[src/hw/rtl/vsl_pkg.sv]
`timescale 1ns / 1ps
// ----------------------------------------------------------------------------
// Voxel stair line package
// Types and constants shared by the voxel stair line generator modules.
// ----------------------------------------------------------------------------
package vsl_pkg;

  localparam int unsigned CFG_W     = 32;
  localparam int unsigned CFG_IDX_W = 3;
  localparam int unsigned COORD_W   = 32;
  localparam int unsigned CELL_W    = 6;
  localparam int unsigned NUM_AXES  = 3;
  localparam int unsigned NUM_QUANT = 6;
  localparam int unsigned QSEL_W    = 3;

  typedef logic [CFG_IDX_W-1:0] cfg_idx_t;
  typedef logic [QSEL_W-1:0]    qsel_t;
  typedef logic [CELL_W-1:0]    cell_t;

  // Register indexes of the configuration port.
  localparam cfg_idx_t REG_ORIGIN_X = 3'd0;
  localparam cfg_idx_t REG_ORIGIN_Y = 3'd1;
  localparam cfg_idx_t REG_ORIGIN_Z = 3'd2;
  localparam cfg_idx_t REG_TOP_X    = 3'd3;
  localparam cfg_idx_t REG_TOP_Y    = 3'd4;
  localparam cfg_idx_t REG_TOP_Z    = 3'd5;
  localparam cfg_idx_t REG_CPM      = 3'd6;

  // Reset values: a 63 m cube at the origin, one cell per metre.
  localparam logic [CFG_W-1:0] RST_ORIGIN = 32'd0;
  localparam logic [CFG_W-1:0] RST_TOP    = 32'd4128768;
  localparam logic [CFG_W-1:0] RST_CPM    = 32'd65536;

  // Quantizer slots: the three start coordinates, then the three end ones.
  localparam qsel_t Q_SX = 3'd0;
  localparam qsel_t Q_SY = 3'd1;
  localparam qsel_t Q_SZ = 3'd2;
  localparam qsel_t Q_EX = 3'd3;
  localparam qsel_t Q_EY = 3'd4;
  localparam qsel_t Q_EZ = 3'd5;

  typedef struct packed {
    logic signed [CFG_W-1:0] origin_x;
    logic signed [CFG_W-1:0] origin_y;
    logic signed [CFG_W-1:0] origin_z;
    logic signed [CFG_W-1:0] top_x;
    logic signed [CFG_W-1:0] top_y;
    logic signed [CFG_W-1:0] top_z;
    logic        [CFG_W-1:0] cpm;
  } cfg_t;

  typedef struct packed {
    logic  load;
    logic  mul_en;
    qsel_t mul_sel;
    logic  store_en;
    qsel_t store_sel;
    logic  setup;
    logic  step;
    logic  emit_err;
  } dp_cmd_t;

  typedef struct packed {
    logic range_ok;
    logic n_zero;
    logic step_last;
  } dp_sts_t;

endpackage

[src/hw/rtl/vsl_cfg.sv]
`timescale 1ns / 1ps
// ----------------------------------------------------------------------------
// Voxel stair line configuration registers
// Holds the grid box corners and the cell density, written by index.
// ----------------------------------------------------------------------------
module vsl_cfg (
  input  logic                          clk,
  input  logic                          rst_n,
  input  logic                          cfg_we,
  input  vsl_pkg::cfg_idx_t             cfg_addr,
  input  logic [vsl_pkg::CFG_W-1:0]     cfg_wdata,
  output vsl_pkg::cfg_t                 cfg
);

  vsl_pkg::cfg_t cfg_r;
  vsl_pkg::cfg_t cfg_nxt;

  always_comb begin
    cfg_nxt = cfg_r;
    if (cfg_we) begin
      case (cfg_addr)
        vsl_pkg::REG_ORIGIN_X: cfg_nxt.origin_x = cfg_wdata;
        vsl_pkg::REG_ORIGIN_Y: cfg_nxt.origin_y = cfg_wdata;
        vsl_pkg::REG_ORIGIN_Z: cfg_nxt.origin_z = cfg_wdata;
        vsl_pkg::REG_TOP_X:    cfg_nxt.top_x    = cfg_wdata;
        vsl_pkg::REG_TOP_Y:    cfg_nxt.top_y    = cfg_wdata;
        vsl_pkg::REG_TOP_Z:    cfg_nxt.top_z    = cfg_wdata;
        vsl_pkg::REG_CPM:      cfg_nxt.cpm      = cfg_wdata;
        default:               cfg_nxt          = cfg_r;
      endcase
    end
  end

  always_ff @(posedge clk) begin
    if (!rst_n) begin
      cfg_r.origin_x <= vsl_pkg::RST_ORIGIN;
      cfg_r.origin_y <= vsl_pkg::RST_ORIGIN;
      cfg_r.origin_z <= vsl_pkg::RST_ORIGIN;
      cfg_r.top_x    <= vsl_pkg::RST_TOP;
      cfg_r.top_y    <= vsl_pkg::RST_TOP;
      cfg_r.top_z    <= vsl_pkg::RST_TOP;
      cfg_r.cpm      <= vsl_pkg::RST_CPM;
    end else begin
      cfg_r <= cfg_nxt;
    end
  end

  assign cfg = cfg_r;

endmodule

[src/hw/rtl/vsl_ctrl.sv]
`timescale 1ns / 1ps
// ----------------------------------------------------------------------------
// Voxel stair line controller
// Sequences quantization, line setup and cell emission for one request.
// ----------------------------------------------------------------------------
module vsl_ctrl (
  input  logic              clk,
  input  logic              rst_n,
  input  logic              start,
  output logic              busy,
  input  vsl_pkg::dp_sts_t  sts,
  output vsl_pkg::dp_cmd_t  cmd
);

  typedef enum logic [2:0] {
    ST_IDLE,
    ST_QUANT,
    ST_SETUP,
    ST_EMIT,
    ST_ERR
  } state_t;

  state_t             state_r;
  state_t             state_nxt;
  vsl_pkg::qsel_t     cnt_r;
  vsl_pkg::qsel_t     cnt_nxt;
  logic               busy_r;

  always_comb begin
    state_nxt = state_r;
    cnt_nxt   = cnt_r;
    case (state_r)
      ST_IDLE: begin
        cnt_nxt = '0;
        if (start) begin
          state_nxt = ST_QUANT;
        end
      end
      ST_QUANT: begin
        if (cnt_r == vsl_pkg::QSEL_W'(vsl_pkg::NUM_QUANT)) begin
          state_nxt = ST_SETUP;
        end else begin
          cnt_nxt = cnt_r + 1'b1;
        end
      end
      ST_SETUP: begin
        state_nxt = sts.range_ok ? ST_EMIT : ST_ERR;
      end
      ST_EMIT: begin
        if (sts.n_zero || sts.step_last) begin
          state_nxt = ST_IDLE;
        end
      end
      ST_ERR: begin
        state_nxt = ST_IDLE;
      end
      default: begin
        state_nxt = ST_IDLE;
      end
    endcase
  end

  always_comb begin
    cmd           = '0;
    cmd.load      = (state_r == ST_IDLE) && start;
    cmd.mul_en    = (state_r == ST_QUANT) &&
                    (cnt_r != vsl_pkg::QSEL_W'(vsl_pkg::NUM_QUANT));
    cmd.mul_sel   = cnt_r;
    cmd.store_en  = (state_r == ST_QUANT) && (cnt_r != '0);
    cmd.store_sel = cnt_r - 1'b1;
    cmd.setup     = (state_r == ST_SETUP);
    cmd.step      = (state_r == ST_EMIT) && !sts.n_zero;
    cmd.emit_err  = (state_r == ST_ERR);
  end

  always_ff @(posedge clk) begin
    if (!rst_n) begin
      state_r <= ST_IDLE;
      cnt_r   <= '0;
      busy_r  <= 1'b0;
    end else begin
      state_r <= state_nxt;
      cnt_r   <= cnt_nxt;
      busy_r  <= (state_nxt != ST_IDLE);
    end
  end

  assign busy = busy_r;

endmodule

[src/hw/rtl/vsl_dp.sv]
`timescale 1ns / 1ps
// ----------------------------------------------------------------------------
// Voxel stair line datapath
// Range check, shared quantizing multiplier, and incremental line stepping.
// ----------------------------------------------------------------------------
module vsl_dp #(
  parameter int unsigned GRID_MAX  = 63,
  parameter int unsigned FRAC_BITS = 16
) (
  input  logic                                clk,
  input  logic                                rst_n,
  input  vsl_pkg::cfg_t                       cfg,
  input  vsl_pkg::dp_cmd_t                    cmd,
  output vsl_pkg::dp_sts_t                    sts,
  input  logic signed [vsl_pkg::COORD_W-1:0]  in_start_x,
  input  logic signed [vsl_pkg::COORD_W-1:0]  in_start_y,
  input  logic signed [vsl_pkg::COORD_W-1:0]  in_start_z,
  input  logic signed [vsl_pkg::COORD_W-1:0]  in_end_x,
  input  logic signed [vsl_pkg::COORD_W-1:0]  in_end_y,
  input  logic signed [vsl_pkg::COORD_W-1:0]  in_end_z,
  output logic                                out_valid,
  output vsl_pkg::cell_t                      out_cell_u,
  output vsl_pkg::cell_t                      out_cell_v,
  output vsl_pkg::cell_t                      out_cell_t,
  output logic                                out_last,
  output logic                                out_out_of_range
);

  localparam int unsigned PROD_W = 2 * vsl_pkg::COORD_W;
  localparam int unsigned SHIFT  = 2 * FRAC_BITS;
  localparam int unsigned RND_W  = PROD_W - SHIFT + 1;
  localparam int unsigned CW     = vsl_pkg::CELL_W;

  // Captured request.
  logic signed [vsl_pkg::COORD_W-1:0] pt_r [vsl_pkg::NUM_QUANT];
  logic                               ok_r;

  // Quantizer.
  logic signed [vsl_pkg::COORD_W-1:0] p_sel;
  logic signed [vsl_pkg::COORD_W-1:0] lo_sel;
  logic signed [vsl_pkg::COORD_W-1:0] hi_sel;
  logic [vsl_pkg::COORD_W-1:0]        diff;
  logic                               in_range;
  logic [PROD_W-1:0]                  prod_r;
  logic [RND_W-1:0]                   rnd;
  vsl_pkg::cell_t                     qcell;
  vsl_pkg::cell_t                     cell_r [vsl_pkg::NUM_QUANT];

  // Line set-up and stepping.
  vsl_pkg::cell_t   s_r   [vsl_pkg::NUM_AXES];
  vsl_pkg::cell_t   mag_r [vsl_pkg::NUM_AXES];
  logic             neg_r [vsl_pkg::NUM_AXES];
  vsl_pkg::cell_t   q_r   [vsl_pkg::NUM_AXES];
  vsl_pkg::cell_t   rem_r [vsl_pkg::NUM_AXES];
  vsl_pkg::cell_t   n_r;
  vsl_pkg::cell_t   i_r;
  logic signed [CW:0] dsig  [vsl_pkg::NUM_AXES];
  vsl_pkg::cell_t     mag_c [vsl_pkg::NUM_AXES];
  vsl_pkg::cell_t     n_c;
  logic [CW:0]        acc   [vsl_pkg::NUM_AXES];
  vsl_pkg::cell_t     coord [vsl_pkg::NUM_AXES];
  vsl_pkg::cell_t     q_nxt [vsl_pkg::NUM_AXES];
  vsl_pkg::cell_t     rem_nxt [vsl_pkg::NUM_AXES];

  // Output register.
  logic           out_valid_r;
  vsl_pkg::cell_t out_cell_r [vsl_pkg::NUM_AXES];
  logic           out_last_r;
  logic           out_oor_r;

  // Operand selection for the shared multiplier.
  always_comb begin
    p_sel  = pt_r[cmd.mul_sel];
    lo_sel = '0;
    hi_sel = '0;
    case (cmd.mul_sel)
      vsl_pkg::Q_SX, vsl_pkg::Q_EX: begin
        lo_sel = cfg.origin_x;
        hi_sel = cfg.top_x;
      end
      vsl_pkg::Q_SY, vsl_pkg::Q_EY: begin
        lo_sel = cfg.origin_y;
        hi_sel = cfg.top_y;
      end
      vsl_pkg::Q_SZ, vsl_pkg::Q_EZ: begin
        lo_sel = cfg.origin_z;
        hi_sel = cfg.top_z;
      end
      default: begin
        lo_sel = '0;
        hi_sel = '0;
      end
    endcase
  end

  assign in_range = (p_sel >= lo_sel) && (p_sel <= hi_sel);
  assign diff     = p_sel - lo_sel;

  // Round half up on the first dropped bit, then saturate.
  assign rnd   = RND_W'(prod_r[PROD_W-1:SHIFT]) + RND_W'(prod_r[SHIFT-1]);
  assign qcell = (rnd > RND_W'(GRID_MAX)) ? CW'(GRID_MAX) : rnd[CW-1:0];

  // Per-axis difference and the longest axis.
  always_comb begin
    n_c = '0;
    for (int k = 0; k < vsl_pkg::NUM_AXES; k++) begin
      dsig[k]  = $signed({1'b0, cell_r[k + vsl_pkg::NUM_AXES]}) -
                 $signed({1'b0, cell_r[k]});
      mag_c[k] = dsig[k][CW] ? CW'(-dsig[k]) : dsig[k][CW-1:0];
      if (mag_c[k] > n_c) begin
        n_c = mag_c[k];
      end
    end
  end

  // Quotient and remainder of i*|d|/n advance by at most one per step.
  always_comb begin
    for (int k = 0; k < vsl_pkg::NUM_AXES; k++) begin
      coord[k] = neg_r[k] ? (s_r[k] - q_r[k]) : (s_r[k] + q_r[k]);
      acc[k]   = {1'b0, rem_r[k]} + {1'b0, mag_r[k]};
      if (acc[k] >= {1'b0, n_r}) begin
        rem_nxt[k] = CW'(acc[k] - {1'b0, n_r});
        q_nxt[k]   = q_r[k] + 1'b1;
      end else begin
        rem_nxt[k] = acc[k][CW-1:0];
        q_nxt[k]   = q_r[k];
      end
    end
  end

  always_ff @(posedge clk) begin
    if (cmd.load) begin
      pt_r[vsl_pkg::Q_SX] <= in_start_x;
      pt_r[vsl_pkg::Q_SY] <= in_start_y;
      pt_r[vsl_pkg::Q_SZ] <= in_start_z;
      pt_r[vsl_pkg::Q_EX] <= in_end_x;
      pt_r[vsl_pkg::Q_EY] <= in_end_y;
      pt_r[vsl_pkg::Q_EZ] <= in_end_z;
    end
    if (cmd.mul_en) begin
      prod_r <= PROD_W'(diff) * PROD_W'(cfg.cpm);
    end
    if (cmd.store_en) begin
      cell_r[cmd.store_sel] <= qcell;
    end
    if (cmd.setup) begin
      n_r <= n_c;
      i_r <= '0;
      for (int k = 0; k < vsl_pkg::NUM_AXES; k++) begin
        s_r[k]   <= cell_r[k];
        mag_r[k] <= mag_c[k];
        neg_r[k] <= dsig[k][CW];
        q_r[k]   <= '0;
        rem_r[k] <= '0;
      end
    end
    if (cmd.step) begin
      i_r <= i_r + 1'b1;
      for (int k = 0; k < vsl_pkg::NUM_AXES; k++) begin
        q_r[k]   <= q_nxt[k];
        rem_r[k] <= rem_nxt[k];
      end
    end
    if (cmd.step) begin
      for (int k = 0; k < vsl_pkg::NUM_AXES; k++) begin
        out_cell_r[k] <= coord[k];
      end
      out_last_r <= (i_r == n_r);
      out_oor_r  <= 1'b0;
    end else if (cmd.emit_err) begin
      for (int k = 0; k < vsl_pkg::NUM_AXES; k++) begin
        out_cell_r[k] <= '0;
      end
      out_last_r <= 1'b1;
      out_oor_r  <= 1'b1;
    end
  end

  always_ff @(posedge clk) begin
    if (!rst_n) begin
      ok_r        <= 1'b1;
      out_valid_r <= 1'b0;
    end else begin
      if (cmd.load) begin
        ok_r <= 1'b1;
      end else if (cmd.mul_en) begin
        ok_r <= ok_r & in_range;
      end
      out_valid_r <= cmd.step | cmd.emit_err;
    end
  end

  assign sts.range_ok  = ok_r;
  assign sts.n_zero    = (n_r == '0);
  assign sts.step_last = (i_r == n_r);

  assign out_valid        = out_valid_r;
  assign out_cell_u       = out_cell_r[0];
  assign out_cell_v       = out_cell_r[1];
  assign out_cell_t       = out_cell_r[2];
  assign out_last         = out_last_r;
  assign out_out_of_range = out_oor_r;

endmodule

[src/hw/rtl/voxel_stair_line_generator.sv]
`timescale 1ns / 1ps
// ----------------------------------------------------------------------------
// Voxel stair line generator
// Quantizes two 3-D points onto a voxel grid and walks the stair line
// between the two cells, one cell per clock.
// ----------------------------------------------------------------------------
// A request is taken when start is high and busy is low. Its two endpoints are
// checked against the configured grid box and quantized, one coordinate a
// cycle through a single 32 x 32 multiplier, then the cells of the line are
// produced one per clock on out_valid. The results cannot be held off: each
// cell is present for exactly one cycle and the receiver must take it then.
// The block stays busy for the whole request and takes no new one until it
// is done: six multiplier passes, a drain step and a set-up step, then the
// cell walk. A request with an endpoint outside the box yields one result
// flagged out_out_of_range with last set and zero cells; a request whose
// endpoints fall in the same cell yields no result at all. The configuration
// registers should only be written while busy is low and no cell is still to
// come.
module voxel_stair_line_generator #(
  parameter int unsigned GRID_MAX  = 63,
  parameter int unsigned FRAC_BITS = 16
) (
  input  logic                                clk,
  input  logic                                rst_n,
  input  logic                                start,
  output logic                                busy,
  input  logic signed [vsl_pkg::COORD_W-1:0]  in_start_x,
  input  logic signed [vsl_pkg::COORD_W-1:0]  in_start_y,
  input  logic signed [vsl_pkg::COORD_W-1:0]  in_start_z,
  input  logic signed [vsl_pkg::COORD_W-1:0]  in_end_x,
  input  logic signed [vsl_pkg::COORD_W-1:0]  in_end_y,
  input  logic signed [vsl_pkg::COORD_W-1:0]  in_end_z,
  input  logic                                cfg_we,
  input  vsl_pkg::cfg_idx_t                   cfg_addr,
  input  logic [vsl_pkg::CFG_W-1:0]           cfg_wdata,
  output logic                                out_valid,
  output vsl_pkg::cell_t                      out_cell_u,
  output vsl_pkg::cell_t                      out_cell_v,
  output vsl_pkg::cell_t                      out_cell_t,
  output logic                                out_last,
  output logic                                out_out_of_range
);

  vsl_pkg::cfg_t    cfg;
  vsl_pkg::dp_cmd_t cmd;
  vsl_pkg::dp_sts_t sts;

  // Box corners and cell density.
  vsl_cfg u_cfg (
    .clk       (clk),
    .rst_n     (rst_n),
    .cfg_we    (cfg_we),
    .cfg_addr  (cfg_addr),
    .cfg_wdata (cfg_wdata),
    .cfg       (cfg)
  );

  // Sequencer: accepts the request and steps the datapath through its phases.
  vsl_ctrl u_ctrl (
    .clk   (clk),
    .rst_n (rst_n),
    .start (start),
    .busy  (busy),
    .sts   (sts),
    .cmd   (cmd)
  );

  // Range check, quantizer, line walker and the output register.
  vsl_dp #(
    .GRID_MAX  (GRID_MAX),
    .FRAC_BITS (FRAC_BITS)
  ) u_dp (
    .clk              (clk),
    .rst_n            (rst_n),
    .cfg              (cfg),
    .cmd              (cmd),
    .sts              (sts),
    .in_start_x       (in_start_x),
    .in_start_y       (in_start_y),
    .in_start_z       (in_start_z),
    .in_end_x         (in_end_x),
    .in_end_y         (in_end_y),
    .in_end_z         (in_end_z),
    .out_valid        (out_valid),
    .out_cell_u       (out_cell_u),
    .out_cell_v       (out_cell_v),
    .out_cell_t       (out_cell_t),
    .out_last         (out_last),
    .out_out_of_range (out_out_of_range)
  );

  // An accepted request always makes the block busy on the next cycle.
  a_accept_busy: assert property (@(posedge clk) disable iff (!rst_n)
    start && !busy |=> busy)
    else $error("accepted request did not raise busy");

  // Cells of one line come out on consecutive cycles up to the last one.
  a_line_contiguous: assert property (@(posedge clk) disable iff (!rst_n)
    out_valid && !out_last |=> out_valid)
    else $error("gap inside a line");

  // An error result closes its request and carries zero cells.
  a_error_form: assert property (@(posedge clk) disable iff (!rst_n)
    out_valid && out_out_of_range |->
      out_last && (out_cell_u == '0) && (out_cell_v == '0) && (out_cell_t == '0))
    else $error("malformed out-of-range result");

  // A new line cannot start while cells of the previous one are still due.
  a_no_overlap: assert property (@(posedge clk) disable iff (!rst_n)
    out_valid && !out_last |-> busy)
    else $error("request accepted in the middle of a line");

endmodule

[config.mk]
export PLATFORM = sky130hd
export DESIGN_NAME = voxel_stair_line_generator
export DESIGN_NICKNAME = d
export VERILOG_FILES = /design/src/hw/rtl/vsl_pkg.sv /design/src/hw/rtl/vsl_cfg.sv /design/src/hw/rtl/vsl_ctrl.sv /design/src/hw/rtl/vsl_dp.sv /design/src/hw/rtl/voxel_stair_line_generator.sv
export SDC_FILE = /design/constraint.sdc
export NUM_CORES = 2
export LEC_CHECK = 0
export BUFFER_PORTS_ARGS = -buffer_cell sky130_fd_sc_hd__buf_2
export CAP_MARGIN = 20
export CORE_AREA = 2 2 323 325
export DETAILED_ROUTE_END_ITERATION = 7
export DIE_AREA = 0 0 325 327
export PLACE_DENSITY_LB_ADDON = 0.12
export SETUP_SLACK_MARGIN = 0.1
export SLEW_MARGIN = 0
export SYNTH_ARGS = -nofsm -noshare
export SYNTH_HDL_FRONTEND = slang
export SYNTH_SLANG_ARGS = --single-unit
[constraint.sdc]
create_clock -name clk -period 16.05 [get_ports clk]
set_clock_uncertainty 0.2 [all_clocks]
set_input_delay 0.8025 -clock clk [delete_from_list [all_inputs] [get_ports clk]]
set_output_delay 0.8025 -clock clk [all_outputs]
set_load 0.03 [all_outputs]
==> metrics.cfg <==
[synthesis]
synthDistinctLibCells=84
yosysTopAreaCell=fa_1
yosysTopAreaCellShare_pct=27.4
netlist_area_um2=66400
netlist_instances=7017
synthArstFlopShare_pct=0
ys_top_cells_by_count=nand2_1, inv_1, fa_1
synth_seq_area_share_pct=23.7
avgSynthCellArea_um2=9.46
synth.most_common_cell=nand2_1
synth_warnings=0
synth_flop_cell=edfxtp_1
synth_fp_nets=8579
synth_seq_cells=604
synth_area_leaders=fa_1, edfxtp_1, ha_1, dfxtp_1, nand2_1
synth_edf_count=367

[clock_network]
root_buffer=clkbuf_16
cts_setup_buffers=0
worstSkewPairLatency_ps=660
postCtsHoldBufs=0
htreeDepth=2
cts.sinks=604
ctsResizeCount=0
cts_buffers=57
clk_pin_slew_ps=70
cts_tree=done
clockBufferDepth=3

[global_route]
grt_use_total_pct=36.7
grt_max_degree=193
grt_pass1_wl_mm=303
grt_pass1_vias=53372
grt_antenna_before_repair=30
grt_util_met3_pct=8.47
grt_busiest_layer=met2
grtUsageMet2_pct=58.2
met1_usage_pct=49.1
grt_overflow=0

[die]
io_pins=253
die-area_um2=106000
core_um2=103000
row_count=118
fp.dieW_um=325
start_util_pct=64.5
die_h_um=327

[finish]
regArea_um2=15800
drive_gt1_share_pct=8.65
multiInputGateArea_um2=45400
final_nets=8530
fin_cells=8417
fill_cells=8042
area_growth_pct=6.74
utilization_pct=68.9

[power_and_ir_drop]
p_leak_nw=30.8
peakVddDrop_mv=0.0969
power_density_nw_per_um2=84.3

[sta]
hold_viol_final=0
timing.fmax_ghz=0.0742
slew_violations=0
tightestPinTransition_ps=1190
setup_violations=0
slew_headroom_pct=20.8
period_minus_slack_ps=13490
timing.final.crit_share_pct=84.0
setup-tns-final_ps=0
grt_setup_unrepaired=no

[setup_path]
crit_arrival_ps=13720
start_kind=flop
critPathRequiredTime_ps=16290
cpPeakStageDelay_ps=680
cpMostUsedCell=fa_1
crit_path_max_fanout=52
crit_path_top_delay_cell=nand2_1
crit_type=reg -> reg
cp-end-kind=flop

[route]
vias=52365
route.detailed.drc=0
first_pass_iters=7
drt_iter0_markers=5765
wire_per_inst_um=23.0
ant_nets=0
drt-total-wl_mm=193
via_per_inst=6.22

[min_path]
hp-class=in -> reg

[place]
numPortBuffers=252
gp_congestion=1.03
dp_cells=8286
dp_hpwl_mm=140

[status]
status=finished clean

[run]
drv_cap=0

-- cell families (layout without fill, tap and decap cells) --
kind of cell | after synthesis | in the layout | synth area share (%)
buf+inv | 1478 | 1478 | 8.40
simple gates | 2301 | 2301 | 16.4
fa+ha+maj | 1331 | 1331 | 35.4
flops | 604 | 604 | 23.7
xor+xnor | 160 | 160 | 2.11
other cells | 0 | 20 | 0
mux | 161 | 161 | 3.11
compound gates | 982 | 982 | 10.8
-- registers in the layout, summed over array words and instances, names as in the netlist, 6 cells and up, named ones only --
name and flops:
u_cfg.cfg 224, u_dp.pt_r 192, u_dp.cell_r 36, u_dp.prod_r 33, u_dp.mag_r 18, u_dp.out_cell_r 18, u_dp.q_r 18, u_dp.rem_r 18
u_dp.s_r 18, u_dp.i_r 6, u_dp.n_r 6
-- cells in the final DEF, fill, tap and decap left out, drive strengths merged, types with 61 or more instances in the layout --
cell type,Yosys,routed
a21oi,168,168
and2,390,390
clkbuf,438,84
ha,423,423
o21ai,61,61
nand2b,74,74
nor2,231,231
mux2i,90,90
xnor2,107,107
dfxtp,237,237
nand2,1115,1115
inv,996,999
a21o,92,92
a222oi,64,64
a21boi,213,213
and3,70,70
edfxtp,367,367
nand3,149,149
fa,908,908
a31oi,66,66
buf,42,371
-- cell type report --
class	instances	area share [%]
antenna	20	0.0706
clock buffer	83	2.33
tap	1380	2.44
multi-input combinational	4935	64.0
clock inverter	25	0.498
inverter	998	5.29
timing repair buffer	372	3.10
sequential	604	22.3
-- final timing paths --
path / startpoint / to / slack (ps) / depth (start not counted)
setup / recovery: u_ctrl.cnt_r[0]$_SDFFE_PN0P_ / u_dp.prod_r[56]$_DFFE_PP_ / 2560 / 36
hold / removal: in_start_y[9] / u_dp.pt_r[1][9]$_DFFE_PP_ / 120 / 1
setup reg to reg: u_ctrl.cnt_r[0]$_SDFFE_PN0P_ / u_dp.prod_r[56]$_DFFE_PP_ / 2560 / 36
hold reg to reg: u_dp.cell_r[2][5]$_DFFE_PP_ / u_dp.s_r[0][17]$_DFFE_PP_ / 260 / 0
-- where the power goes --
group	internal (mW)	total, mW	switching (mW)
logic	0.933	2.72	1.78
clock network	0.833	1.45	0.613
registers	1.76	1.81	0.0490
total	3.52	5.97	2.45
-- worst max-delay path: cells and delay by family (launching register included) --
| kind | cells | cell delay, ps |
|---|---|---|
| simple gates | 5 | 1980 |
| mux | 1 | 410 |
| compound gates | 12 | 4380 |
| buf+inv | 6 | 780 |
| flops | 1 | 430 |
| fa+ha+maj | 12 | 5070 |
-- metal layers --
layer | part of all wire [%] | vias up
li1 | - | 22892
met3 | 11 | 578
met5 | 0.059 | -
met4 | 4.5 | 16
met2 | 46 | 2826
met1 | 39 | 26053
-- per-stage QoR --
stage | worst slack [ps] | area, um2 | hold WS (ps) | power (mW)
3_5_place_dp | 2840 | 68800 | 239 | 4.48
3_3_place_gp | 3090 | 68800 | 233 | 4.43
5_1_grt | 1990 | 70900 | 106 | 6.30
2_1_floorplan | 4660 | 66400 | 226 | 3.59
6_report | 2560 | 70900 | 123 | 5.97
4_1_cts | 2790 | 70800 | 93.2 | 5.93
(Power assumes the default switching activity.)
